[src/pfa_pkg.sv]
// Package for the partition fit allocator: codes, fixed field widths, shared types.
package pfa_pkg;

    // Fixed port field widths
    localparam int CMD_W      = 2;
    localparam int IDX_IN_W   = 5;
    localparam int SIZE_IN_W  = 16;
    localparam int MODE_W     = 2;
    localparam int HCNT_W     = 6;
    localparam int CFG_IDX_W  = 2;
    localparam int CFG_DATA_W = 6;
    localparam int TOT_W      = 21;

    localparam logic [TOT_W-1:0] TOTAL_MAX = {TOT_W{1'b1}};

    // Configuration register indexes
    localparam logic [CFG_IDX_W-1:0] CFG_FIT_MODE   = 2'd0;
    localparam logic [CFG_IDX_W-1:0] CFG_HOLE_COUNT = 2'd1;

    typedef enum logic [CMD_W-1:0] {
        CMD_LOAD   = 2'd0,
        CMD_CLEAR  = 2'd1,
        CMD_ALLOC  = 2'd2,
        CMD_REPORT = 2'd3
    } t_cmd;

    // Any other mode code acts as first fit
    typedef enum logic [MODE_W-1:0] {
        FIT_FIRST = 2'd0,
        FIT_BEST  = 2'd1,
        FIT_WORST = 2'd2
    } t_fit_mode;

    typedef enum logic [1:0] {
        ST_IDLE,
        ST_SCAN,
        ST_DRAIN,
        ST_FINISH
    } t_state;

    // Control from the sequencer to the scan unit
    typedef struct packed {
        logic              init;
        logic              sample;
        logic              hole_busy;
        logic [MODE_W-1:0] mode;
    } t_scan_ctl;

endpackage

[src/pfa_ram.sv]
// Generic single-port-write, single-port-read RAM with registered read data.
module pfa_ram #(
    parameter int WIDTH = 16,
    parameter int DEPTH = 32
) (
    input  logic                     i_clk,
    input  logic                     i_we,
    input  logic [$clog2(DEPTH)-1:0] i_waddr,
    input  logic [WIDTH-1:0]         i_wdata,
    input  logic [$clog2(DEPTH)-1:0] i_raddr,
    output logic [WIDTH-1:0]         o_rdata
);

    logic [WIDTH-1:0] r_mem [DEPTH];
    logic [WIDTH-1:0] r_rdata;

    always_ff @(posedge i_clk) begin
        if (i_we) begin
            r_mem[i_waddr] <= i_wdata;
        end
        r_rdata <= r_mem[i_raddr];
    end

    assign o_rdata = r_rdata;

endmodule

[src/pfa_scan.sv]
// Scan unit: tracks the chosen hole and the free-size total over one pass of the table.
module pfa_scan #(
    parameter int SIZE_BITS = 16,
    parameter int IDX_W     = 5
) (
    input  logic                       i_clk,
    input  logic                       i_rst_n,
    input  pfa_pkg::t_scan_ctl         i_ctl,
    input  logic [SIZE_BITS-1:0]       i_req,
    input  logic [SIZE_BITS-1:0]       i_rd_data,
    input  logic [IDX_W-1:0]           i_rd_idx,
    output logic                       o_found,
    output logic [IDX_W-1:0]           o_best_idx,
    output logic [SIZE_BITS-1:0]       o_best_size,
    output logic [pfa_pkg::TOT_W-1:0]  o_ext_total
);
    import pfa_pkg::*;

    localparam int SUM_W = ((SIZE_BITS > TOT_W) ? SIZE_BITS : TOT_W) + 1;

    logic                 r_found, n_found;
    logic [IDX_W-1:0]     r_best_idx, n_best_idx;
    logic [SIZE_BITS-1:0] r_best_size, n_best_size;
    logic [TOT_W-1:0]     r_ext, n_ext;
    logic [SUM_W-1:0]     ext_sum;
    logic                 fits;
    logic                 better;

    // Candidate test and running saturated sum
    always_comb begin
        ext_sum = SUM_W'(r_ext) + SUM_W'(i_rd_data);
        fits    = i_ctl.sample && !i_ctl.hole_busy && (i_rd_data >= i_req);
        better  = !r_found
               || ((i_ctl.mode == FIT_BEST)  && (i_rd_data < r_best_size))
               || ((i_ctl.mode == FIT_WORST) && (i_rd_data > r_best_size));

        n_found     = r_found;
        n_best_idx  = r_best_idx;
        n_best_size = r_best_size;
        n_ext       = r_ext;

        if (i_ctl.init) begin
            n_found = 1'b0;
            n_ext   = '0;
        end else begin
            if (i_ctl.sample && !i_ctl.hole_busy) begin
                n_ext = (ext_sum > SUM_W'(TOTAL_MAX)) ? TOTAL_MAX : ext_sum[TOT_W-1:0];
            end
            if (fits && better) begin
                n_found     = 1'b1;
                n_best_idx  = i_rd_idx;
                n_best_size = i_rd_data;
            end
        end
    end

    always_ff @(posedge i_clk) begin
        if (!i_rst_n) begin
            r_found <= 1'b0;
            r_ext   <= '0;
        end else begin
            r_found <= n_found;
            r_ext   <= n_ext;
        end
    end

    always_ff @(posedge i_clk) begin
        r_best_idx  <= n_best_idx;
        r_best_size <= n_best_size;
    end

    assign o_found     = r_found;
    assign o_best_idx  = r_best_idx;
    assign o_best_size = r_best_size;
    assign o_ext_total = r_ext;

endmodule

[src/partition_fit_allocator.sv]
// Top level of the partition fit allocator: command sequencer, hole size RAM, busy marks.
//
// Commands enter on start when busy is low; one beat carries command, hole_index
// and size_value. Every command returns exactly one result beat, shown for one
// cycle with o_done high; the receiver cannot hold it off.
// Configuration writes use i_cfg_valid/o_cfg_ready (always ready), index 0 is
// the fit mode and index 1 the hole count; write them only while idle.
// Timing per command:
//   load, clear        : result in the cycle after the beat; busy stays low.
//   allocate, report   : hole sizes sit in a RAM with one read port; the scan
//                        reads one hole per cycle over the holes in use (capped
//                        at HOLE_SLOTS), then passes ST_DRAIN and ST_FINISH,
//                        which registers the result; busy is high until it shows.
//                        With no holes in use the result comes in the next cycle.
// Reset (synchronous, active low) frees all holes, zeroes the internal sum and
// both configuration registers. Hole sizes are not cleared: load a hole before
// it is used.
module partition_fit_allocator #(
    parameter int HOLE_SLOTS = 32,
    parameter int SIZE_BITS  = 16
) (
    input  logic                            i_clk,
    input  logic                            i_rst_n,
    input  logic                            start,
    output logic                            busy,
    input  logic [pfa_pkg::CMD_W-1:0]       i_command,
    input  logic [pfa_pkg::IDX_IN_W-1:0]    i_hole_index,
    input  logic [pfa_pkg::SIZE_IN_W-1:0]   i_size_value,
    input  logic                            i_cfg_valid,
    output logic                            o_cfg_ready,
    input  logic [pfa_pkg::CFG_IDX_W-1:0]   i_cfg_index,
    input  logic [pfa_pkg::CFG_DATA_W-1:0]  i_cfg_data,
    output logic                            o_done,
    output logic                            o_granted,
    output logic [pfa_pkg::IDX_IN_W-1:0]    o_chosen_hole,
    output logic [pfa_pkg::SIZE_IN_W-1:0]   o_leftover,
    output logic [pfa_pkg::TOT_W-1:0]       o_internal_total,
    output logic [pfa_pkg::TOT_W-1:0]       o_external_total
);
    import pfa_pkg::*;

    localparam int IW     = $clog2(HOLE_SLOTS);
    localparam int CNT_W  = $clog2(HOLE_SLOTS + 1);
    localparam int CMP_W  = (CNT_W > HCNT_W) ? CNT_W : HCNT_W;
    localparam int ICMP_W = (CNT_W > IDX_IN_W) ? CNT_W : IDX_IN_W;
    localparam int SUM_W  = ((SIZE_BITS > TOT_W) ? SIZE_BITS : TOT_W) + 1;

    t_state                r_state, n_state;
    logic [CMD_W-1:0]      r_cmd, n_cmd;
    logic [SIZE_BITS-1:0]  r_req, n_req;
    logic [IW-1:0]         r_addr, n_addr;
    logic                  r_rd_vld, n_rd_vld;
    logic [IW-1:0]         r_rd_idx, n_rd_idx;
    logic [HOLE_SLOTS-1:0] r_busy_bits, n_busy_bits;
    logic [TOT_W-1:0]      r_int_sum, n_int_sum;
    logic [MODE_W-1:0]     r_fit_mode;
    logic [HCNT_W-1:0]     r_hole_count;

    // Result registers
    logic                  r_done, n_done;
    logic                  r_granted, n_granted;
    logic [IW-1:0]         r_chosen, n_chosen;
    logic [SIZE_BITS-1:0]  r_leftover, n_leftover;
    logic [TOT_W-1:0]      r_int_out, n_int_out;
    logic [TOT_W-1:0]      r_ext_out, n_ext_out;

    logic                  accept;
    logic [CMP_W-1:0]      hc_ext;
    logic [CMP_W-1:0]      n_active;
    logic                  scan_last;
    logic                  idx_ok;
    logic [SIZE_BITS-1:0]  req_in;
    logic [SIZE_BITS-1:0]  left_val;
    logic [SUM_W-1:0]      int_sum_add;
    logic                  ram_we;
    logic [SIZE_BITS-1:0]  rd_data;

    t_scan_ctl             scan_ctl;
    logic                  found;
    logic [IW-1:0]         best_idx;
    logic [SIZE_BITS-1:0]  best_size;
    logic [TOT_W-1:0]      ext_total;

    assign busy        = (r_state != ST_IDLE);
    assign accept      = start && !busy;
    assign o_cfg_ready = 1'b1;

    // Holes in use, capped at the table depth
    assign hc_ext    = CMP_W'(r_hole_count);
    assign n_active  = (hc_ext > CMP_W'(HOLE_SLOTS)) ? CMP_W'(HOLE_SLOTS) : hc_ext;
    assign scan_last = (CMP_W'(r_addr) == (n_active - CMP_W'(1)));
    assign idx_ok    = (ICMP_W'(i_hole_index) < ICMP_W'(HOLE_SLOTS));
    assign req_in    = SIZE_BITS'(i_size_value);

    // Grant arithmetic on the final scan pick
    assign left_val    = best_size - r_req;
    assign int_sum_add = SUM_W'(r_int_sum) + SUM_W'(left_val);

    // Hole sizes; loads only land while idle, so they never overlap a scan read
    pfa_ram #(
        .WIDTH (SIZE_BITS),
        .DEPTH (HOLE_SLOTS)
    ) u_size_ram (
        .i_clk   (i_clk),
        .i_we    (ram_we),
        .i_waddr (IW'(i_hole_index)),
        .i_wdata (req_in),
        .i_raddr (r_addr),
        .o_rdata (rd_data)
    );

    assign scan_ctl.init      = accept;
    assign scan_ctl.sample    = r_rd_vld;
    assign scan_ctl.hole_busy = r_busy_bits[r_rd_idx];
    assign scan_ctl.mode      = r_fit_mode;

    pfa_scan #(
        .SIZE_BITS (SIZE_BITS),
        .IDX_W     (IW)
    ) u_scan (
        .i_clk       (i_clk),
        .i_rst_n     (i_rst_n),
        .i_ctl       (scan_ctl),
        .i_req       (r_req),
        .i_rd_data   (rd_data),
        .i_rd_idx    (r_rd_idx),
        .o_found     (found),
        .o_best_idx  (best_idx),
        .o_best_size (best_size),
        .o_ext_total (ext_total)
    );

    // Sequencer: next state, RAM control and result beat
    always_comb begin
        n_state     = r_state;
        n_cmd       = r_cmd;
        n_req       = r_req;
        n_addr      = r_addr;
        n_rd_vld    = 1'b0;
        n_rd_idx    = r_rd_idx;
        n_busy_bits = r_busy_bits;
        n_int_sum   = r_int_sum;
        n_done      = 1'b0;
        n_granted   = 1'b0;
        n_chosen    = '0;
        n_leftover  = '0;
        n_int_out   = '0;
        n_ext_out   = '0;
        ram_we      = 1'b0;

        unique case (r_state)
            ST_IDLE: begin
                if (accept) begin
                    n_cmd  = i_command;
                    n_req  = req_in;
                    n_addr = '0;
                    unique case (i_command)
                        CMD_LOAD: begin
                            ram_we = idx_ok;
                            n_done = 1'b1;
                        end
                        CMD_CLEAR: begin
                            n_busy_bits = '0;
                            n_int_sum   = '0;
                            n_done      = 1'b1;
                        end
                        CMD_ALLOC, CMD_REPORT: begin
                            if (n_active == '0) begin
                                n_done = 1'b1;
                                if (i_command == CMD_REPORT) begin
                                    n_int_out = r_int_sum;
                                end
                            end else begin
                                n_state = ST_SCAN;
                            end
                        end
                        default: n_done = 1'b1;
                    endcase
                end
            end
            ST_SCAN: begin
                n_rd_vld = 1'b1;
                n_rd_idx = r_addr;
                if (scan_last) begin
                    n_state = ST_DRAIN;
                end else begin
                    n_addr = r_addr + IW'(1);
                end
            end
            ST_DRAIN: begin
                n_state = ST_FINISH;
            end
            ST_FINISH: begin
                n_state = ST_IDLE;
                n_done  = 1'b1;
                if (r_cmd == CMD_ALLOC) begin
                    if (found) begin
                        n_granted             = 1'b1;
                        n_chosen              = best_idx;
                        n_leftover            = left_val;
                        n_busy_bits[best_idx] = 1'b1;
                        n_int_sum = (int_sum_add > SUM_W'(TOTAL_MAX)) ?
                                    TOTAL_MAX : int_sum_add[TOT_W-1:0];
                    end
                end else begin
                    n_int_out = r_int_sum;
                    n_ext_out = ext_total;
                end
            end
            default: n_state = ST_IDLE;
        endcase
    end

    // State register
    always_ff @(posedge i_clk) begin
        if (!i_rst_n) begin
            r_state <= ST_IDLE;
        end else begin
            r_state <= n_state;
        end
    end

    // Control state
    always_ff @(posedge i_clk) begin
        if (!i_rst_n) begin
            r_rd_vld    <= 1'b0;
            r_busy_bits <= '0;
            r_int_sum   <= '0;
            r_done      <= 1'b0;
            r_addr      <= '0;
        end else begin
            r_rd_vld    <= n_rd_vld;
            r_busy_bits <= n_busy_bits;
            r_int_sum   <= n_int_sum;
            r_done      <= n_done;
            r_addr      <= n_addr;
        end
    end

    // Configuration registers
    always_ff @(posedge i_clk) begin
        if (!i_rst_n) begin
            r_fit_mode   <= '0;
            r_hole_count <= '0;
        end else if (i_cfg_valid && o_cfg_ready) begin
            if (i_cfg_index == CFG_FIT_MODE) begin
                r_fit_mode <= i_cfg_data[MODE_W-1:0];
            end else if (i_cfg_index == CFG_HOLE_COUNT) begin
                r_hole_count <= i_cfg_data[HCNT_W-1:0];
            end
        end
    end

    // Payload registers
    always_ff @(posedge i_clk) begin
        r_cmd      <= n_cmd;
        r_req      <= n_req;
        r_rd_idx   <= n_rd_idx;
        r_granted  <= n_granted;
        r_chosen   <= n_chosen;
        r_leftover <= n_leftover;
        r_int_out  <= n_int_out;
        r_ext_out  <= n_ext_out;
    end

    assign o_done           = r_done;
    assign o_granted        = r_granted;
    assign o_chosen_hole    = IDX_IN_W'(r_chosen);
    assign o_leftover       = SIZE_IN_W'(r_leftover);
    assign o_internal_total = r_int_out;
    assign o_external_total = r_ext_out;

endmodule

[config.mk]
export PLATFORM = sky130hd
export DESIGN_NAME = partition_fit_allocator
export DESIGN_NICKNAME = d
export VERILOG_FILES = /design/src/pfa_pkg.sv /design/src/pfa_ram.sv /design/src/pfa_scan.sv /design/src/partition_fit_allocator.sv
export SDC_FILE = /design/constraint.sdc
export NUM_CORES = 1
export LEC_CHECK = 0
export BUFFER_PORTS_ARGS = -buffer_cell sky130_fd_sc_hd__buf_2
export CORE_MARGIN = 2
export CORE_UTILIZATION = 50
export CTS_CLUSTER_SIZE = 24
export DETAILED_ROUTE_END_ITERATION = 10
export PLACE_DENSITY_LB_ADDON = 0.2
export SLEW_MARGIN = 25
export SYNTH_ARGS = -nofsm -noshare
export SYNTH_HDL_FRONTEND = slang
export SYNTH_SLANG_ARGS = --single-unit
export TNS_END_PERCENT = 20
[constraint.sdc]
create_clock -name i_clk -period 8.9 [get_ports i_clk]
set_clock_uncertainty 0.15 [all_clocks]
set_input_delay 0 -clock i_clk [delete_from_list [all_inputs] [get_ports i_clk]]
set_output_delay 0 -clock i_clk [all_outputs]
set_load 0.01 [all_outputs]
* After elaboration in Yosys (flattened, before gate mapping)
Memories as Yosys holds them, arrays and structs flattened. A register that Yosys moved wholly into a read port is not among the register bits.
Index checks and enable logic that the tools add are counted.
** Cells by class
- $add $sub $neg :: 5
- Multiply operators :: 0
- Divide/modulo/power cells :: 0
- $lt $le $gt $ge :: 9
- Equality and inequality tests :: 19
- Shift operators :: 0
- Muxes and demuxes :: 42
- Bitwise operators :: 5
- Reduce and logical (&&, ||, !) cells :: 32
** Operators with widths (count)
- two-way mux 21 bit :: 11
- two-way mux 32 bit :: 4
- case mux 21 bit (2 select lines) :: 2
- case mux 32 bit (2 select lines) :: 1
- adder 21 x 16 -> 22 bit :: 2
- greater-than comparator 22 x 21 -> 1 bit, second input constant :: 2
- bitwise OR 32 bit :: 1
- >= comparator 16 bit :: 1
- greater-than comparator 16 bit :: 1
- < comparator 16 bit :: 1
- subtractor 16 bit :: 1
- equality test 2 bit, second input constant :: 6
- < comparator 5 x 6 -> 1 bit, second input constant :: 2
- two-way mux 1 bit :: 11
- two-way mux 5 bit :: 2
- inequality test 2 bit, second input constant :: 5
- case mux 5 bit (2 select lines) :: 1
- AND reduction 3 bit :: 3
- equality test 2 x 1 -> 1 bit, second input constant :: 4
- two-way mux 2 bit :: 4
- case mux 2 bit (4 select lines) :: 1
- AND reduction 2 bit :: 4
- OR reduction 2 bit :: 4
- logical AND 1 bit :: 7
- 18 further kinds :: 31
** Storage, ports and cells
- Bits in registers :: 200
- Latch bits :: 0
- Bits in writable memories :: 512
- Memory bits (read-only) :: 0
- Output and inout bits :: 67
- Word-level logic and storage cells :: 133
- Memories :: 1
** Memories
- u_size_ram.r_mem :: words 32, width 16, rd ports 1, clocked after Yosys merged registers in 1, write ports 1, RTL line pfa_ram.sv:14 : logic [WIDTH-1:0] r_mem [DEPTH];

* Longest topological paths before layout
Gate-level depths: netlist (run 1).
- Word-level depth :: 8
- Gate-level depth with buffers :: 18
- Mapped depth without buffers :: 18

* Modules after synthesis
Synthesis (run 1) repeated with hierarchy kept, for this count alone.
** Unflattened totals
- Cells, all modules :: 2193
- Area, all modules :: 30574.3 µm²
** Modules (own cells, without submodules)
- pfa_ram :: instances 1, cells each 1143, area an instance 20534.7 µm², sequential area each 15695.1 µm²
- partition_fit_allocator :: instances 1, cells each 725, area an instance 7039.3 µm², sequential area each 3373.2 µm²
- pfa_scan :: instances 1, cells each 325, area an instance 3000.4 µm², sequential area each 1071.0 µm²

* Worst setup path after synthesis (run 1)
No wires, ideal clock.
- Path type :: register to register
- Start point :: register r_rd_idx[0]
- End point :: register u_scan.r_best_idx[0], in the netlist u_scan.o_best_idx[0], enable pin
- Library setup time :: 0.430 ns
- Arrival :: 3.582 ns
- Required time :: 8.320 ns
- Setup slack :: 4.738 ns
- Stages on the path, launching flop included :: 10
- Clock period less this slack :: 4.162 ns
- Cell sequence :: edfxtp_1 > buf_2 > mux4_2 > a32o_1 > a31oi_1 > and3_1 > buf_2 > buf_4 > o21ai_0 > nor3b_1
** On the way
- Cells in the longest elaborated chain, start to end :: 7
** RTL lines
- from (decl) :: RTL line partition_fit_allocator.sv:53 : logic [IW-1:0] r_rd_idx, n_rd_idx;
- from (signal assigned) :: RTL line partition_fit_allocator.sv:258 : r_rd_idx <= n_rd_idx;
- binary-select mux 1 bit (select 5 bit) :: RTL line partition_fit_allocator.sv:114 : assign scan_ctl.hole_busy = r_busy_bits[r_rd_idx];
- two-way mux 1 bit (not written as such) :: RTL line partition_fit_allocator.sv:114
- logical NOT 1 bit :: RTL line pfa_scan.sv:32 : fits = i_ctl.sample && !i_ctl.hole_busy && (i_rd_data >= i_req);
- logical AND 1 bit (2 in a row) :: RTL line pfa_scan.sv:32
- logical AND 1 bit :: RTL line pfa_scan.sv:49 : if (fits && better) begin
- AND reduction 2 bit (no line)
- to (signal assigned) :: RTL line pfa_scan.sv:68 : r_best_idx <= n_best_idx;
- to (decl) :: RTL line pfa_scan.sv:22 : logic [IDX_W-1:0] r_best_idx, n_best_idx;
Every way passes these cells. The select of a mux whose other input is x is not followed.
A chain may end at the register's enable or synchronous reset.

* Final worst setup path (run 1)
- Start point :: register r_req[1]
- End point :: register r_int_sum[1]
** On the way
- Cells in the longest elaborated chain, start to end :: 7
** RTL lines
- from (decl) :: RTL line partition_fit_allocator.sv:50 : logic [SIZE_BITS-1:0] r_req, n_req;
- from (signal assigned) :: RTL line partition_fit_allocator.sv:257 : r_req <= n_req;
- subtractor 16 bit :: RTL line partition_fit_allocator.sv:96 : assign left_val = best_size - r_req;
- net left_val[9] :: RTL line partition_fit_allocator.sv:73 : logic [SIZE_BITS-1:0] left_val;
- adder 21 x 16 -> 22 bit :: RTL line partition_fit_allocator.sv:97 : assign int_sum_add = SUM_W'(r_int_sum) + SUM_W'(left_val);
- greater-than comparator 22 x 21 -> 1 bit :: RTL line partition_fit_allocator.sv:202 : n_int_sum = (int_sum_add > SUM_W'(TOTAL_MAX)) ?
- two-way mux 21 bit :: RTL line partition_fit_allocator.sv:202
- two-way mux 21 bit :: RTL line partition_fit_allocator.sv:197 : if (found) begin
- two-way mux 21 bit :: RTL line partition_fit_allocator.sv:196 : if (r_cmd == CMD_ALLOC) begin
- case mux 21 bit (2 select lines) :: RTL line partition_fit_allocator.sv:151 : unique case (r_state)
- to (signal assigned) :: RTL line partition_fit_allocator.sv:234 : r_int_sum <= n_int_sum;
- to (decl) :: RTL line partition_fit_allocator.sv:55 : logic [TOT_W-1:0] r_int_sum, n_int_sum;
The timed path passes the listed nets, and every way through them passes these cells. The select of a mux whose other input is x is not followed.

==> key figures, run 1 <==
Clock tree
  – Maximum root-to-sink buffer count: 3
  – Worst-skew pair later-pin latency: 0.62 ns
  – CTS-repair resized insts: 0
  – Clock-pin slew of the registers on the worst-case setup and hold paths: 0.06 ns
  – CTS tree: built
  – Buffer count from post-CTS setup fixing: 0
  – Root Driver: sky130_fd_sc_hd__clkbuf_16
  – CTS HTree Levels: 3
  – Clock sink count: 728
  – Number of buffers created by CTS: 75

Logic synthesis
  – Avg Cell Area, Syn: 16.4 sq um
  – Most frequent cells after synthesis: 556 x sky130_fd_sc_hd__edfxtp_1, 172 x sky130_fd_sc_hd__dfxtp_1, 164 x sky130_fd_sc_hd__mux4_2, 103 x sky130_fd_sc_hd__nor2_1, 99 x sky130_fd_sc_hd__nand2_1
  – Leading cell types by total area after synthesis: sky130_fd_sc_hd__edfxtp_1 56%, sky130_fd_sc_hd__mux4_2 12%, sky130_fd_sc_hd__dfxtp_1 12%, sky130_fd_sc_hd__ha_1 3.6%, sky130_fd_sc_hd__and2_1 1.4%
  – Number of enable flip-flop cells after synthesis: 556
  – Cells after Synth: 1829
  – Fraction of synthesized cell area taken by the top area cell type: 0.558
  – Warning count from the yosys run: 0
  – Distinct cell type count of the synthesized netlist: 76
  – Cell area after synthesis: 0.0299 sq mm
  – Cell type contributing the most total cell area after synthesis: sky130_fd_sc_hd__edfxtp_1
  – Synth Flop Type: sky130_fd_sc_hd__edfxtp_1
  – Total of flip-flops plus latches after synthesis: 728
  – Synth Net Count: 1953
  – Most numerous cell in the Yosys netlist: sky130_fd_sc_hd__edfxtp_1
  – Share of synthesized registers carrying an async set or reset: 0
  – Fraction of the yosys area taken by sequential cells: 0.673

Worst setup path
  – Largest incremental delay on the critical path: 0.59 ns
  – Kind of launch point of the worst setup path: flop
  – CP delay by family, top: compound AO/OA/AOI/OAI gates
  – Slowest CP cell: sky130_fd_sc_hd__o41ai_1
  – Worst reg2reg path startpoint: r_req[1]$_DFFE_PP_
  – Buffer and inverter count on the worst path: 1
  – Biggest fanout along the worst timing path: 12
  – Required time of the worst setup path: 9.25 ns
  – Setup crit end kind: flop
  – Start point of the critical path: r_req[1]$_DFFE_PP_
  – Setup Crit Path Kind: flop to flop
  – Arrival time at the worst endpoint: 5.08 ns
  – CP cell instances: inv_1 > ha_1 > nor2b_1 > o31a_1 > o41ai_1 > o211a_1 > xnor2_1 > ha_1 > and3_1 > a221oi_1 > o2111ai_1 > a41oi_2 > o21bai_2 > and3_1 > a211o_1
  – Setup slack on the worst flop-to-flop path: 4.17 ns

Drt
  – Violation count after the first detailed-routing iteration: 1142
  – WL final: 65700 um
  – Vias after detailed routing: 16600
  – DRT Pass-1 Iters: 11
  – Via/cell ratio: 5.81
  – # DRC: 11
  – Routed length per instance: 23.0 um
  – Remaining number of nets flagged by the antenna check after routing: 0

Power and ir drop
  – Highest ir drop seen on vdd: 0.210 mV
  – Power density relative to cell area: 225 mW/mm^2
  – Leakage power of the design: 12.1 nW

Timing
  – Final number of hold-violating endpoints: 0
  – Period utilization: 0.531
  – Unrepaired setup endpoints after global routing: false
  – Final Max Slew Viols: 0
  – Count of final setup violators: 0
  – Relative max-transition margin: 0.376
  – Final Critical Period: 4.73 ns
  – Worst hold margin: 0.116 ns
  – Slew at the pin with the worst max-slew slack: 0.932 ns
  – Fmax achieved: 211 MHz
  – Setup_tns: 0 ns

Final layout
  – Syn-to-layout area delta: 15.1%
  – Final cell area excluding filler cells: 0.0345 sq mm
  – Fraction of layout instances using a drive strength above 1: 0.216
  – Filler cells: 4403
  – Total number of nets in the final design: 2147
  – Antenna cells: 0

GRT
  – Aggregate global-route resource usage: 0.215
  – Global-route wire length before repair: 101000 um
  – Number of global-route vias before repair: 17000
  – Antenna violations before repair: 0
  – Pin count of the biggest net entering global routing: 97
  – Global-route congestion overflow total: 0

Placed design
  – HPWL after detailed placement: 43200 um
  – Instance area after placement: 0.0314 sq mm
  – Weighted congestion at the end of routability-driven global placement: 0.895
  – # port buffers: 100

Min path
  – Startpoint of the most critical hold path: i_command[0]
  – Worst hold path type: input pin to flop

Floorplan
  – Die width: 249 um
  – Die Height: 249 um
  – IO Pins: 102
  – Cell Rows: 89
  – Core box area: 0.0591 sq mm
  – Initial Utilization: 0.506
  – Floorplan die area: 0.0618 sq mm

Run
  – Max-capacitance violation count: 0

Outcome
  – Run status: finished, violations left
  – Violations in the final reports: design-rule violations
==> cells in the final DEF, fill, tap and decap left out, types with 8 or more instances in the layout <==
cell type / Yosys / layout
sky130_fd_sc_hd__a31oi_1: 12 / 12
sky130_fd_sc_hd__xnor2_1: 27 / 27
sky130_fd_sc_hd__ha_1: 86 / 86
sky130_fd_sc_hd__nor3_1: 28 / 28
sky130_fd_sc_hd__o21a_1: 10 / 10
sky130_fd_sc_hd__o21ai_0: 30 / 30
sky130_fd_sc_hd__nand3b_1: 8 / 8
sky130_fd_sc_hd__mux4_2: 164 / 164
sky130_fd_sc_hd__dlygate4sd3_1: 0 / 47
sky130_fd_sc_hd__a211oi_1: 8 / 8
sky130_fd_sc_hd__and2_1: 66 / 66
sky130_fd_sc_hd__nor2b_1: 23 / 23
sky130_fd_sc_hd__clkinv_1: 1 / 11
sky130_fd_sc_hd__bufinv_16: 0 / 10
sky130_fd_sc_hd__and3_1: 16 / 15
sky130_fd_sc_hd__buf_2: 13 / 100
sky130_fd_sc_hd__nor2_1: 103 / 101
sky130_fd_sc_hd__xor2_1: 12 / 12
sky130_fd_sc_hd__edfxtp_1: 556 / 556
sky130_fd_sc_hd__a22oi_1: 9 / 9
sky130_fd_sc_hd__clkbuf_1: 49 / 13
sky130_fd_sc_hd__dfxtp_1: 172 / 167
sky130_fd_sc_hd__a221o_1: 8 / 8
sky130_fd_sc_hd__nand2_1: 99 / 99
sky130_fd_sc_hd__a21o_1: 26 / 26
sky130_fd_sc_hd__mux2i_1: 20 / 20
sky130_fd_sc_hd__buf_4: 2 / 41
sky130_fd_sc_hd__a21oi_1: 71 / 71
sky130_fd_sc_hd__nand2b_1: 10 / 10
sky130_fd_sc_hd__clkbuf_16: 0 / 76
sky130_fd_sc_hd__nand3_1: 21 / 21
sky130_fd_sc_hd__inv_1: 55 / 55
sky130_fd_sc_hd__o221a_1: 10 / 10
==> cell families after synthesis <==
| group | Yosys count | share of synthesized area |
|---|---|---|
| simple gates | 408 | 0.0680 |
| flops | 728 | 0.673 |
| xor+xnor | 39 | 0.0114 |
| other cells | 1 | 0.000125 |
| compound gates | 249 | 0.0615 |
| fa+ha+maj | 89 | 0.0380 |
| buf+inv | 128 | 0.0171 |
| mux | 187 | 0.131 |
==> per-layer routing <==
layer,GRT usage,share of wire,up-vias
met1,0.283,0.42,8414
met3,0.0371,0.047,129
li1,-,-,7551
met2,0.367,0.51,467
met5,0,0,-
met4,0.0703,0.031,0
==> area by class of cell <==
| type | count | area [sq um] | share of cell area |
|---|---|---|---|
| Inverter | 56 | 210 | 0.00610 |
| Clock inverter | 39 | 526 | 0.0152 |
| Timing Repair Buffer | 189 | 1300 | 0.0377 |
| Multi-Input combinational cell | 973 | 9300 | 0.270 |
| Sequential cell | 728 | 20200 | 0.585 |
| Tap cell | 773 | 967 | 0.0281 |
| Clock buffer | 94 | 2020 | 0.0586 |
==> through the flow <==
step | power [mW] | cells | utilization | setup WS, ns
6_report | 7.75 | 2852 | 0.583 | 4.17
3_5_place_dp | 4.60 | 2672 | 0.532 | 4.24
5_1_grt | 8.04 | 2852 | 0.583 | 3.84
2_1_floorplan | 4.36 | 1829 | - | 4.74
3_3_place_gp | 4.58 | 2672 | 0.532 | 4.45
4_1_cts | 7.82 | 2852 | 0.583 | 4.21
==> worst paths after layout <==
check / cells past startpoint / end
worst min register to register: 2 / r_busy_bits[31]$_SDFFE_PN0P_
worst min-delay path: 2 / r_cmd[0]$_DFFE_PP_
worst max register to register: 15 / r_int_sum[1]$_SDFFE_PN0P_
worst max-delay path: 15 / r_int_sum[1]$_SDFFE_PN0P_
==> what timing repair did <==
item | 4_1_cts | 5_1_grt
endpoints found under the setup margin | 0 | 0
hold endpoints to repair | 687 | 0
hold buffers | 47 | 0
==> power breakdown <==
part	internal [mW]	switching (mW)	total (mW)
clock network	1.92	1.29	3.20
registers	3.71	0.0609	3.77
logic	0.319	0.454	0.772
==> state kept, by name (all words and copies together), names as in the netlist, 6 cells and up <==
register,cells
r_int_sum,21
u_size_ram.o_rdata,16
o_external_total,21
o_internal_total,21
r_busy_bits,32
o_leftover,16
r_req,16
u_size_ram.r_mem,512
u_scan.o_best_size,16
hc_ext,6
u_scan.o_ext_total,21
(Power assumes the default switching activity.)
==> inputs of run 2 (changes only) <==
Settings changed: ABC_AREA from default to 1.
Clock period 8.9 ns to 4.85 ns, I/O delays scaled along.
==> run 2 against run 1 <==
  * The flow now finishes without violations
  * Critical path depth grew 6
  * Sequential share of layout area shrank 1.6 points
  * Hold slack lost 0.10 ns
  * Sequential cell count is the same
  * Non-clock buffer count grew 10
  * Design area grew 2.8%
  * Area after synthesis grew 3.9%
  * Die area grew 3.9%
  * Global-route usage grew 3.7 points
  * Power grew 100%
  * Worst setup slack lost 3.4 ns
  * Sequential power grew 86%
  * Largest power group unchanged
==> key figures, run 2 <==
Run
  – Max-capacitance violation count: 0 (unchanged)

Clock tree
  – CTS HTree Levels: 3 (unchanged)
  – Worst-skew pair later-pin latency: 0.63 ns (was 0.62 ns)
  – Hold-fix buffers, CTS: 46 (was 47)
  – CTS-repair resized insts: 0 (unchanged)
  – Root Driver: sky130_fd_sc_hd__clkbuf_16 (unchanged)
  – Clock-pin slew of the registers on the worst-case setup and hold paths: 0.06 ns (about the same)
  – Maximum root-to-sink buffer count: 3 (unchanged)
  – Clock sink count: 728 (unchanged)
  – CTS tree: built (unchanged)
  – Buffer count from post-CTS setup fixing: 0 (unchanged)
  – Number of buffers created by CTS: 76 (was 75)

Timing
  – Unrepaired setup endpoints after global routing: false (unchanged)
  – Final number of hold-violating endpoints: 0 (unchanged)
  – Count of final setup violators: 0 (unchanged)
  – Setup_tns: 0 ns (unchanged)
  – Fmax achieved: 246 MHz (was 211 MHz)
  – Period utilization: 0.838 (was 0.531)
  – Final Critical Period: 4.07 ns (was 4.73 ns)
  – Slew at the pin with the worst max-slew slack: 1.03 ns (was 0.932 ns)
  – Final Max Slew Viols: 0 (unchanged)
  – Relative max-transition margin: 0.315 (was 0.376)

Placed design
  – HPWL after detailed placement: 50100 um (was 43200 um)
  – Cell total after placement: 3750 (was 2672)
  – # port buffers: 100 (unchanged)
  – Weighted congestion at the end of routability-driven global placement: 0.894 (was 0.895)

Drt
  – Vias after detailed routing: 22100 (was 16600)
  – DRT Pass-1 Iters: 5 (was 11)
  – WL final: 81200 um (was 65700 um)
  – Remaining number of nets flagged by the antenna check after routing: 0 (unchanged)
  – Violation count after the first detailed-routing iteration: 1850 (was 1142)
  – # DRC: 0 (was 11)
  – Via/cell ratio: 5.62 (was 5.81)
  – Routed length per instance: 20.6 um (was 23.0 um)

Logic synthesis
  – Fraction of synthesized cell area taken by the top area cell type: 0.537 (was 0.558)
  – Leading cell types by total area after synthesis: sky130_fd_sc_hd__edfxtp_1 54%, sky130_fd_sc_hd__dfxtp_1 11%, sky130_fd_sc_hd__o21ai_0 5.2%, sky130_fd_sc_hd__nor2_1 5.1%, sky130_fd_sc_hd__nand2_1 4.4% (was sky130_fd_sc_hd__edfxtp_1 56%, sky130_fd_sc_hd__mux4_2 12%, sky130_fd_sc_hd__dfxtp_1 12%, sky130_fd_sc_hd__ha_1 3.6%, sky130_fd_sc_hd__and2_1 1.4%)
  – Cells after Synth: 2894 (was 1829)
  – Synth Flop Type: sky130_fd_sc_hd__edfxtp_1 (unchanged)
  – Cell type contributing the most total cell area after synthesis: sky130_fd_sc_hd__edfxtp_1 (unchanged)
  – Fraction of the yosys area taken by sequential cells: 0.647 (was 0.673)
  – Most numerous cell in the Yosys netlist: sky130_fd_sc_hd__edfxtp_1 (unchanged)
  – Avg Cell Area, Syn: 10.8 sq um (was 16.4 sq um)
  – Distinct cell type count of the synthesized netlist: 54 (was 76)
  – Warning count from the yosys run: 0 (unchanged)
  – Number of enable flip-flop cells after synthesis: 556 (unchanged)
  – Synth Net Count: 3018 (was 1953)
  – Cell area after synthesis: 0.0311 sq mm (was 0.0299 sq mm)
  – Total of flip-flops plus latches after synthesis: 728 (unchanged)
  – Share of synthesized registers carrying an async set or reset: 0 (unchanged)
  – Most frequent cells after synthesis: 556 x sky130_fd_sc_hd__edfxtp_1, 424 x sky130_fd_sc_hd__nor2_1, 364 x sky130_fd_sc_hd__nand2_1, 326 x sky130_fd_sc_hd__o21ai_0, 222 x sky130_fd_sc_hd__inv_1 (was 556 x sky130_fd_sc_hd__edfxtp_1, 172 x sky130_fd_sc_hd__dfxtp_1, 164 x sky130_fd_sc_hd__mux4_2, 103 x sky130_fd_sc_hd__nor2_1, 99 x sky130_fd_sc_hd__nand2_1)

Worst setup path
  – Slowest CP cell: sky130_fd_sc_hd__edfxtp_1 (was sky130_fd_sc_hd__o41ai_1)
  – Arrival time at the worst endpoint: 4.39 ns (was 5.08 ns)
  – Worst reg2reg path startpoint: r_req[0]$_DFFE_PP_ (was r_req[1]$_DFFE_PP_)
  – Required time of the worst setup path: 5.18 ns (was 9.25 ns)
  – Start point of the critical path: r_req[0]$_DFFE_PP_ (was r_req[1]$_DFFE_PP_)
  – Setup slack on the worst flop-to-flop path: 0.78 ns (was 4.17 ns)
  – Kind of launch point of the worst setup path: flop (unchanged)
  – Largest incremental delay on the critical path: 0.40 ns (was 0.59 ns)
  – Buffer and inverter count on the worst path: 2 (was 1)
  – CP delay by family, top: adder cells (was compound AO/OA/AOI/OAI gates)
  – CP cell instances: ha_1 > fa_1 > inv_1 > nand3_1 > nand2_1 > nand2_1 > nand3_1 > nand2_1 > o21ai_0 > a21oi_1 > xor2_1 > ha_1 > a21oi_1 > o21bai_1 > a21oi_1 > or2_1 > nand3b_4 > inv_1 > nand3_1 > nand2_1 > a21oi_1 (was inv_1 > ha_1 > nor2b_1 > o31a_1 > o41ai_1 > o211a_1 > xnor2_1 > ha_1 > and3_1 > a221oi_1 > o2111ai_1 > a41oi_2 > o21bai_2 > and3_1 > a211o_1)
  – Setup Crit Path Kind: flop to flop (unchanged)
  – Setup crit end kind: flop (unchanged)
  – Biggest fanout along the worst timing path: 16 (was 12)

Final layout
  – Register name with the most flops: u_size_ram.r_mem (unchanged)
  – Antenna cells: 0 (unchanged)
  – Leading cell type in the layout, fill and taps excluded: sky130_fd_sc_hd__edfxtp_1 (unchanged)
  – Final instance count without filler cells: 3937 (was 2852)
  – Flip-flop count of the largest register after layout: 512 (unchanged)
  – Total number of nets in the final design: 3162 (was 2147)
  – Leading cell types in the layout, fill and taps excluded: 556 x sky130_fd_sc_hd__edfxtp_1, 423 x sky130_fd_sc_hd__nor2_1, 364 x sky130_fd_sc_hd__nand2_1 (was 556 x sky130_fd_sc_hd__edfxtp_1, 167 x sky130_fd_sc_hd__dfxtp_1, 164 x sky130_fd_sc_hd__mux4_2)
  – Fraction of layout instances using a drive strength above 1: 0.0968 (was 0.216)
  – Largest regs: u_size_ram.r_mem (512), r_busy_bits (32) (unchanged)
  – Final Core Density: 0.575 (was 0.583)
  – Syn-to-layout area delta: 13.9% (was 15.1%)

Floorplan
  – Core box area: 0.0616 sq mm (was 0.0591 sq mm)
  – Die width: 253 um (was 249 um)
  – Die Height: 253 um (was 249 um)
  – Initial Utilization: 0.505 (was 0.506)
  – IO Pins: 102 (unchanged)
  – Cell Rows: 91 (was 89)
  – Floorplan die area: 0.0642 sq mm (was 0.0618 sq mm)

GRT
  – Number of global-route vias before repair: 21400 (was 17000)
  – Pin count of the biggest net entering global routing: 261 (was 97)
  – Antenna violations before repair: 0 (unchanged)
  – Global-route congestion overflow total: 0 (unchanged)
  – Global-route wire length before repair: 123000 um (was 101000 um)
  – Aggregate global-route resource usage: 0.252 (was 0.215)

Power and ir drop
  – Fraction of power spent switching nets: 0.293 (was 0.233)
  – Internal power component: 11.0 mW (was 5.94 mW)
  – Power share of the clock group: 0.369 (was 0.413)
  – Power density relative to cell area: 440 mW/mm^2 (was 225 mW/mm^2)
  – Highest ir drop seen on vdd: 0.379 mV (was 0.210 mV)
  – Combinational power share: 0.181 (was 0.100)
  – Leakage power of the design: 13.1 nW (was 12.1 nW)
  – Sequential power share: 0.451 (was 0.487)
  – Reported net switching power: 4.57 mW (was 1.80 mW)
  – Total power consumption of the routed design: 15.6 mW (was 7.75 mW)

Outcome
  – Run status: finished clean (was finished, violations left)

Min path
  – Startpoint of the most critical hold path: i_cfg_index[1] (was i_command[0])
  – Worst hold path type: input pin to flop (unchanged)
run 2: cell families after synthesis:
logic type               Yosys count  share of synthesized area
AND/OR/NAND/NOR                  988                      0.133
flip-flops                       728                      0.647
AO/OA/AOI/OAI                    684                      0.124
buffers and inverters            363                     0.0479
adder cells (fa/ha/maj)           89                     0.0365
XOR/XNOR                          41                     0.0115
other                              1                   0.000121
run 2: final cells by class:
| class | instances | area (sq um) |
|---|---|---|
| fill | 5148 | 26200 |
| sequential | 728 | 20100 |
| multi-input combinational | 1803 | 9510 |
| clock buffer | 106 | 2070 |
| timing repair buffer | 199 | 1390 |
| tap | 837 | 1050 |
| inverter | 230 | 870 |
| clock inverter | 34 | 385 |
run 2: path summary, 6_finish.rpt:
| kind | cells past startpoint | end |
|---|---|---|
| hold reg to reg | 2 | r_busy_bits[16]$_SDFFE_PN0P_ |
| hold / removal | 5 | hc_ext[0]$_SDFFE_PN0P_ |
| setup / recovery | 21 | r_int_sum[20]$_SDFFE_PN0P_ |
| setup reg to reg | 21 | r_int_sum[20]$_SDFFE_PN0P_ |
run 2: worst min-delay path, cell delays in order:
cell and delay, ns:
sky130_fd_sc_hd__buf_2 0.08, sky130_fd_sc_hd__inv_1 0.04, sky130_fd_sc_hd__nand3_1 0.35, sky130_fd_sc_hd__o21ai_0 0.15, sky130_fd_sc_hd__a21oi_1 0.12
run 2: metrics by stage:
step	area, sq um	setup WS (ns)	hold slack (ns)
2_1_floorplan	31100	1.43	-0.0511
3_3_place_gp	32500	0.962	0.145
3_5_place_dp	32500	0.796	0.132
4_1_cts	35400	0.797	0.0170
5_1_grt	35400	0.435	0.0664
6_report	35400	0.785	0.0141
run 2: power by group through the flow:
stage / Sequential (mW) / Combinational [mW] / Clock (mW)
4_1_cts: 7.02 / 2.78 / 5.82
6_report: 7.02 / 2.81 / 5.74
5_1_grt: 7.03 / 3.11 / 6.07
3_5_place_dp: 7.15 / 2.74 / 0
3_3_place_gp: 7.15 / 2.66 / 0
2_1_floorplan: 7.06 / 1.92 / 0
run 2: layer usage:
layer / wire [um] / track usage / part of all wire / vias up
li1: - / - / - / 10500
met1: 35900 / 0.349 / 0.44 / 10800
met2: 37900 / 0.410 / 0.47 / 745
met3: 4620 / 0.0301 / 0.057 / 143
met4: 2820 / 0.0926 / 0.035 / 0
met5: 0 / 0 / 0 / -
==> inputs of run 3 (changes only) <==
Clock period 4.85 ns to 3.4 ns, I/O delays scaled along.
==> run 3 against run 2 <==
  * The flow now finishes with violations (negative setup slack)
  * Non-clock buffer count is 102 higher
  * Hold slack improved by 0.022 ns
  * Global-route usage grew 0.76 points
  * Clock power is 42% higher
  * Combinational power increased by 57%
  * Final cell count increased by 2.4%
  * Via count increased by 2.0%
  * Fmax rose by 15%
  * Core utilization up 1.7 points
  * Largest cell class unchanged
==> key figures, run 3 (synthesis gave the netlist of run 2 again) <==
Final layout
  – Leading cell type in the layout, fill and taps excluded: sky130_fd_sc_hd__edfxtp_1 (unchanged)
  – Leading cell types in the layout, fill and taps excluded: 556 x sky130_fd_sc_hd__edfxtp_1, 422 x sky130_fd_sc_hd__nor2_1, 356 x sky130_fd_sc_hd__nand2_1 (was 556 x sky130_fd_sc_hd__edfxtp_1, 423 x sky130_fd_sc_hd__nor2_1, 364 x sky130_fd_sc_hd__nand2_1)
  – Fraction of layout instances using a drive strength above 1: 0.142 (was 0.0968)
  – Final Core Density: 0.593 (was 0.575)
  – Total number of nets in the final design: 3263 (was 3162)
  – Largest regs: u_size_ram.r_mem (512), r_busy_bits (32) (unchanged)
  – Final cell area excluding filler cells: 0.0365 sq mm (was 0.0354 sq mm)
  – Syn-to-layout area delta: 17.3% (was 13.9%)
  – Register name with the most flops: u_size_ram.r_mem (unchanged)
  – Flip-flop count of the largest register after layout: 512 (unchanged)

GRT
  – Aggregate global-route resource usage: 0.260 (was 0.252)
  – Antenna violations before repair: 2 (was 0)
  – Global-route congestion overflow total: 0 (unchanged)
  – Global-route wire length before repair: 126000 um (was 123000 um)
  – Pin count of the biggest net entering global routing: 133 (was 261)
  – Number of global-route vias before repair: 21800 (was 21400)

Drt
  – Via/cell ratio: 5.60 (was 5.62)
  – # DRC: 0 (unchanged)
  – Routed length per instance: 20.6 um (about the same)
  – DRT Pass-1 Iters: 6 (was 5)
  – Violation count after the first detailed-routing iteration: 2169 (was 1850)
  – WL final: 83200 um (was 81200 um)
  – Vias after detailed routing: 22600 (was 22100)
  – Remaining number of nets flagged by the antenna check after routing: 0 (unchanged)

Worst setup path
  – Biggest fanout along the worst timing path: 6 (was 16)
  – Number of cells traversed by the worst register-to-register path: 26 (was 21)
  – Setup crit end kind: flop (unchanged)
  – Setup slack on the worst flop-to-flop path: -0.13 ns (was 0.78 ns)
  – Arrival time at the worst endpoint: 3.92 ns (was 4.39 ns)
  – Setup Crit Path Kind: flop to flop (unchanged)
  – Slowest CP cell: sky130_fd_sc_hd__edfxtp_1 (unchanged)
  – Worst reg2reg path startpoint: r_req[0]$_DFFE_PP_ (unchanged)
  – Required time of the worst setup path: 3.79 ns (was 5.18 ns)
  – Cell occurring most often along the worst timing path: sky130_fd_sc_hd__nand2_1
  – Endpoint of the most critical register-to-register path: r_int_sum[12]$_SDFFE_PN0P_ (was r_int_sum[20]$_SDFFE_PN0P_)
  – Kind of launch point of the worst setup path: flop (unchanged)
  – Largest incremental delay on the critical path: 0.40 ns (about the same)

Clock tree
  – Number of buffers created by CTS: 75 (was 76)
  – Root Driver: sky130_fd_sc_hd__clkbuf_16 (unchanged)
  – CTS tree: built (unchanged)
  – Maximum root-to-sink buffer count: 3 (unchanged)
  – CTS HTree Levels: 3 (unchanged)
  – Worst-skew pair later-pin latency: 0.62 ns (was 0.63 ns)
  – Clock sink count: 728 (unchanged)
  – Clock-pin slew of the registers on the worst-case setup and hold paths: 0.06 ns (about the same)

Floorplan
  – Die Height: 253 um (unchanged)
  – Core box area: 0.0616 sq mm (unchanged)
  – Cell Rows: 91 (unchanged)
  – Floorplan die area: 0.0642 sq mm (unchanged)
  – Die width: 253 um (unchanged)
  – IO Pins: 102 (unchanged)
  – Initial Utilization: 0.505 (unchanged)

Power and ir drop
  – Power density relative to cell area: 619 mW/mm^2 (was 440 mW/mm^2)
  – Total power consumption of the routed design: 22.6 mW (was 15.6 mW)
  – Leakage power of the design: 13.6 nW (was 13.1 nW)
  – Highest ir drop seen on vdd: 0.434 mV (was 0.379 mV)

Outcome
  – Violations in the final reports: negative setup slack
  – Run status: finished, violations left (was finished clean)

Placed design
  – HPWL after detailed placement: 52400 um (was 50100 um)
  – Weighted congestion at the end of routability-driven global placement: 0.888 (was 0.894)
  – Instance area after placement: 0.0332 sq mm (was 0.0325 sq mm)
  – # port buffers: 100 (unchanged)

Timing
  – Final number of hold-violating endpoints: 0 (unchanged)
  – Final Max Slew Viols: 0 (unchanged)
  – Slew at the pin with the worst max-slew slack: 0.948 ns (was 1.03 ns)
  – Period utilization: 1.04 (was 0.838)
  – Worst hold margin: 0.0361 ns (was 0.0141 ns)
  – Unrepaired setup endpoints after global routing: true (was false)
  – Relative max-transition margin: 0.368 (was 0.315)
  – Minimum setup slack in the final design: -0.127 ns (was 0.785 ns)
  – Count of final setup violators: 20 (was 0)
  – Final Critical Period: 3.53 ns (was 4.07 ns)
  – Fmax achieved: 284 MHz (was 246 MHz)

Min path
  – Number of cells traversed by the worst hold path: 3 (was 5)
  – Worst hold path type: input pin to flop (unchanged)
  – Worst hold endpoint: r_int_sum[10]$_SDFFE_PN0P_ (was hc_ext[0]$_SDFFE_PN0P_)
  – Startpoint of the most critical hold path: i_rst_n (was i_cfg_index[1])

Run
  – Max-capacitance violation count: 0 (unchanged)
run 3: area by class of cell:
class	count	area, sq um
clock inverter	30	319
clock buffer	101	2120
tap	837	1050
antenna	1	2.50
sequential	728	20100
multi-input combinational	1803	9750
fill	5047	25100
timing repair buffer	301	2240
inverter	230	872
run 3: metal layers:
metal	wire [um]	vias up	track usage
li1	-	10700	-
met1	35200	10900	0.352
met2	40000	826	0.431
met3	5600	141	0.0395
met4	2370	0	0.0803
met5	0	-	0
run 3: critical path: cells and delay by family (launching register included):
kind / cells / cell delay [ns]
AND/OR/NAND/NOR: 13 / 1.20
adder cells (fa/ha/maj): 3 / 0.88
buffers and inverters: 7 / 0.53
flip-flops: 1 / 0.40
AO/OA/AOI/OAI: 3 / 0.25
run 3: report_power, final:
group	switching [mW]	internal (mW)	total [mW]
logic	2.91	1.49	4.40
registers	0.263	9.77	10.0
clock network	3.39	4.76	8.15
total	6.56	16.0	22.6
run 3: worst max-delay path by stage:
stage | start | end | depth (start not counted)
after floorplan | r_req[0]$_DFFE_PP_ | r_int_sum[6]$_SDFFE_PN0P_ | 20
after global placement | r_req[0]$_DFFE_PP_ | r_int_sum[15]$_SDFFE_PN0P_ | 20
after detailed placement | r_req[0]$_DFFE_PP_ | r_int_sum[4]$_SDFFE_PN0P_ | 20
after CTS | r_req[2]$_DFFE_PP_ | r_int_sum[16]$_SDFFE_PN0P_ | 18
after global routing | r_req[0]$_DFFE_PP_ | r_int_sum[0]$_SDFFE_PN0P_ | 26
final | r_req[0]$_DFFE_PP_ | r_int_sum[12]$_SDFFE_PN0P_ | 26
run 3: per-stage QoR:
stage / setup slack [ns] / TNS [ns] / std cells
floorplan: 0.0504 / 0 / 2894
global placement: -0.322 / -5.99 / 3839
detailed placement: -0.487 / -9.33 / 3839
CTS: -0.0922 / -1.37 / 4028
global route: -0.332 / -6.29 / 4031
finish: -0.127 / -1.93 / 4031
run 3: timing repair:
action                                  4_1_cts  5_1_grt
resized for setup                            48       28
pin swaps                                     9       27
buffers inserted                              7        2
endpoints found under the setup margin       21       21
endpoints found under the hold margin       880        0
gates cloned                                  0        0
hold buffers                                 51        0
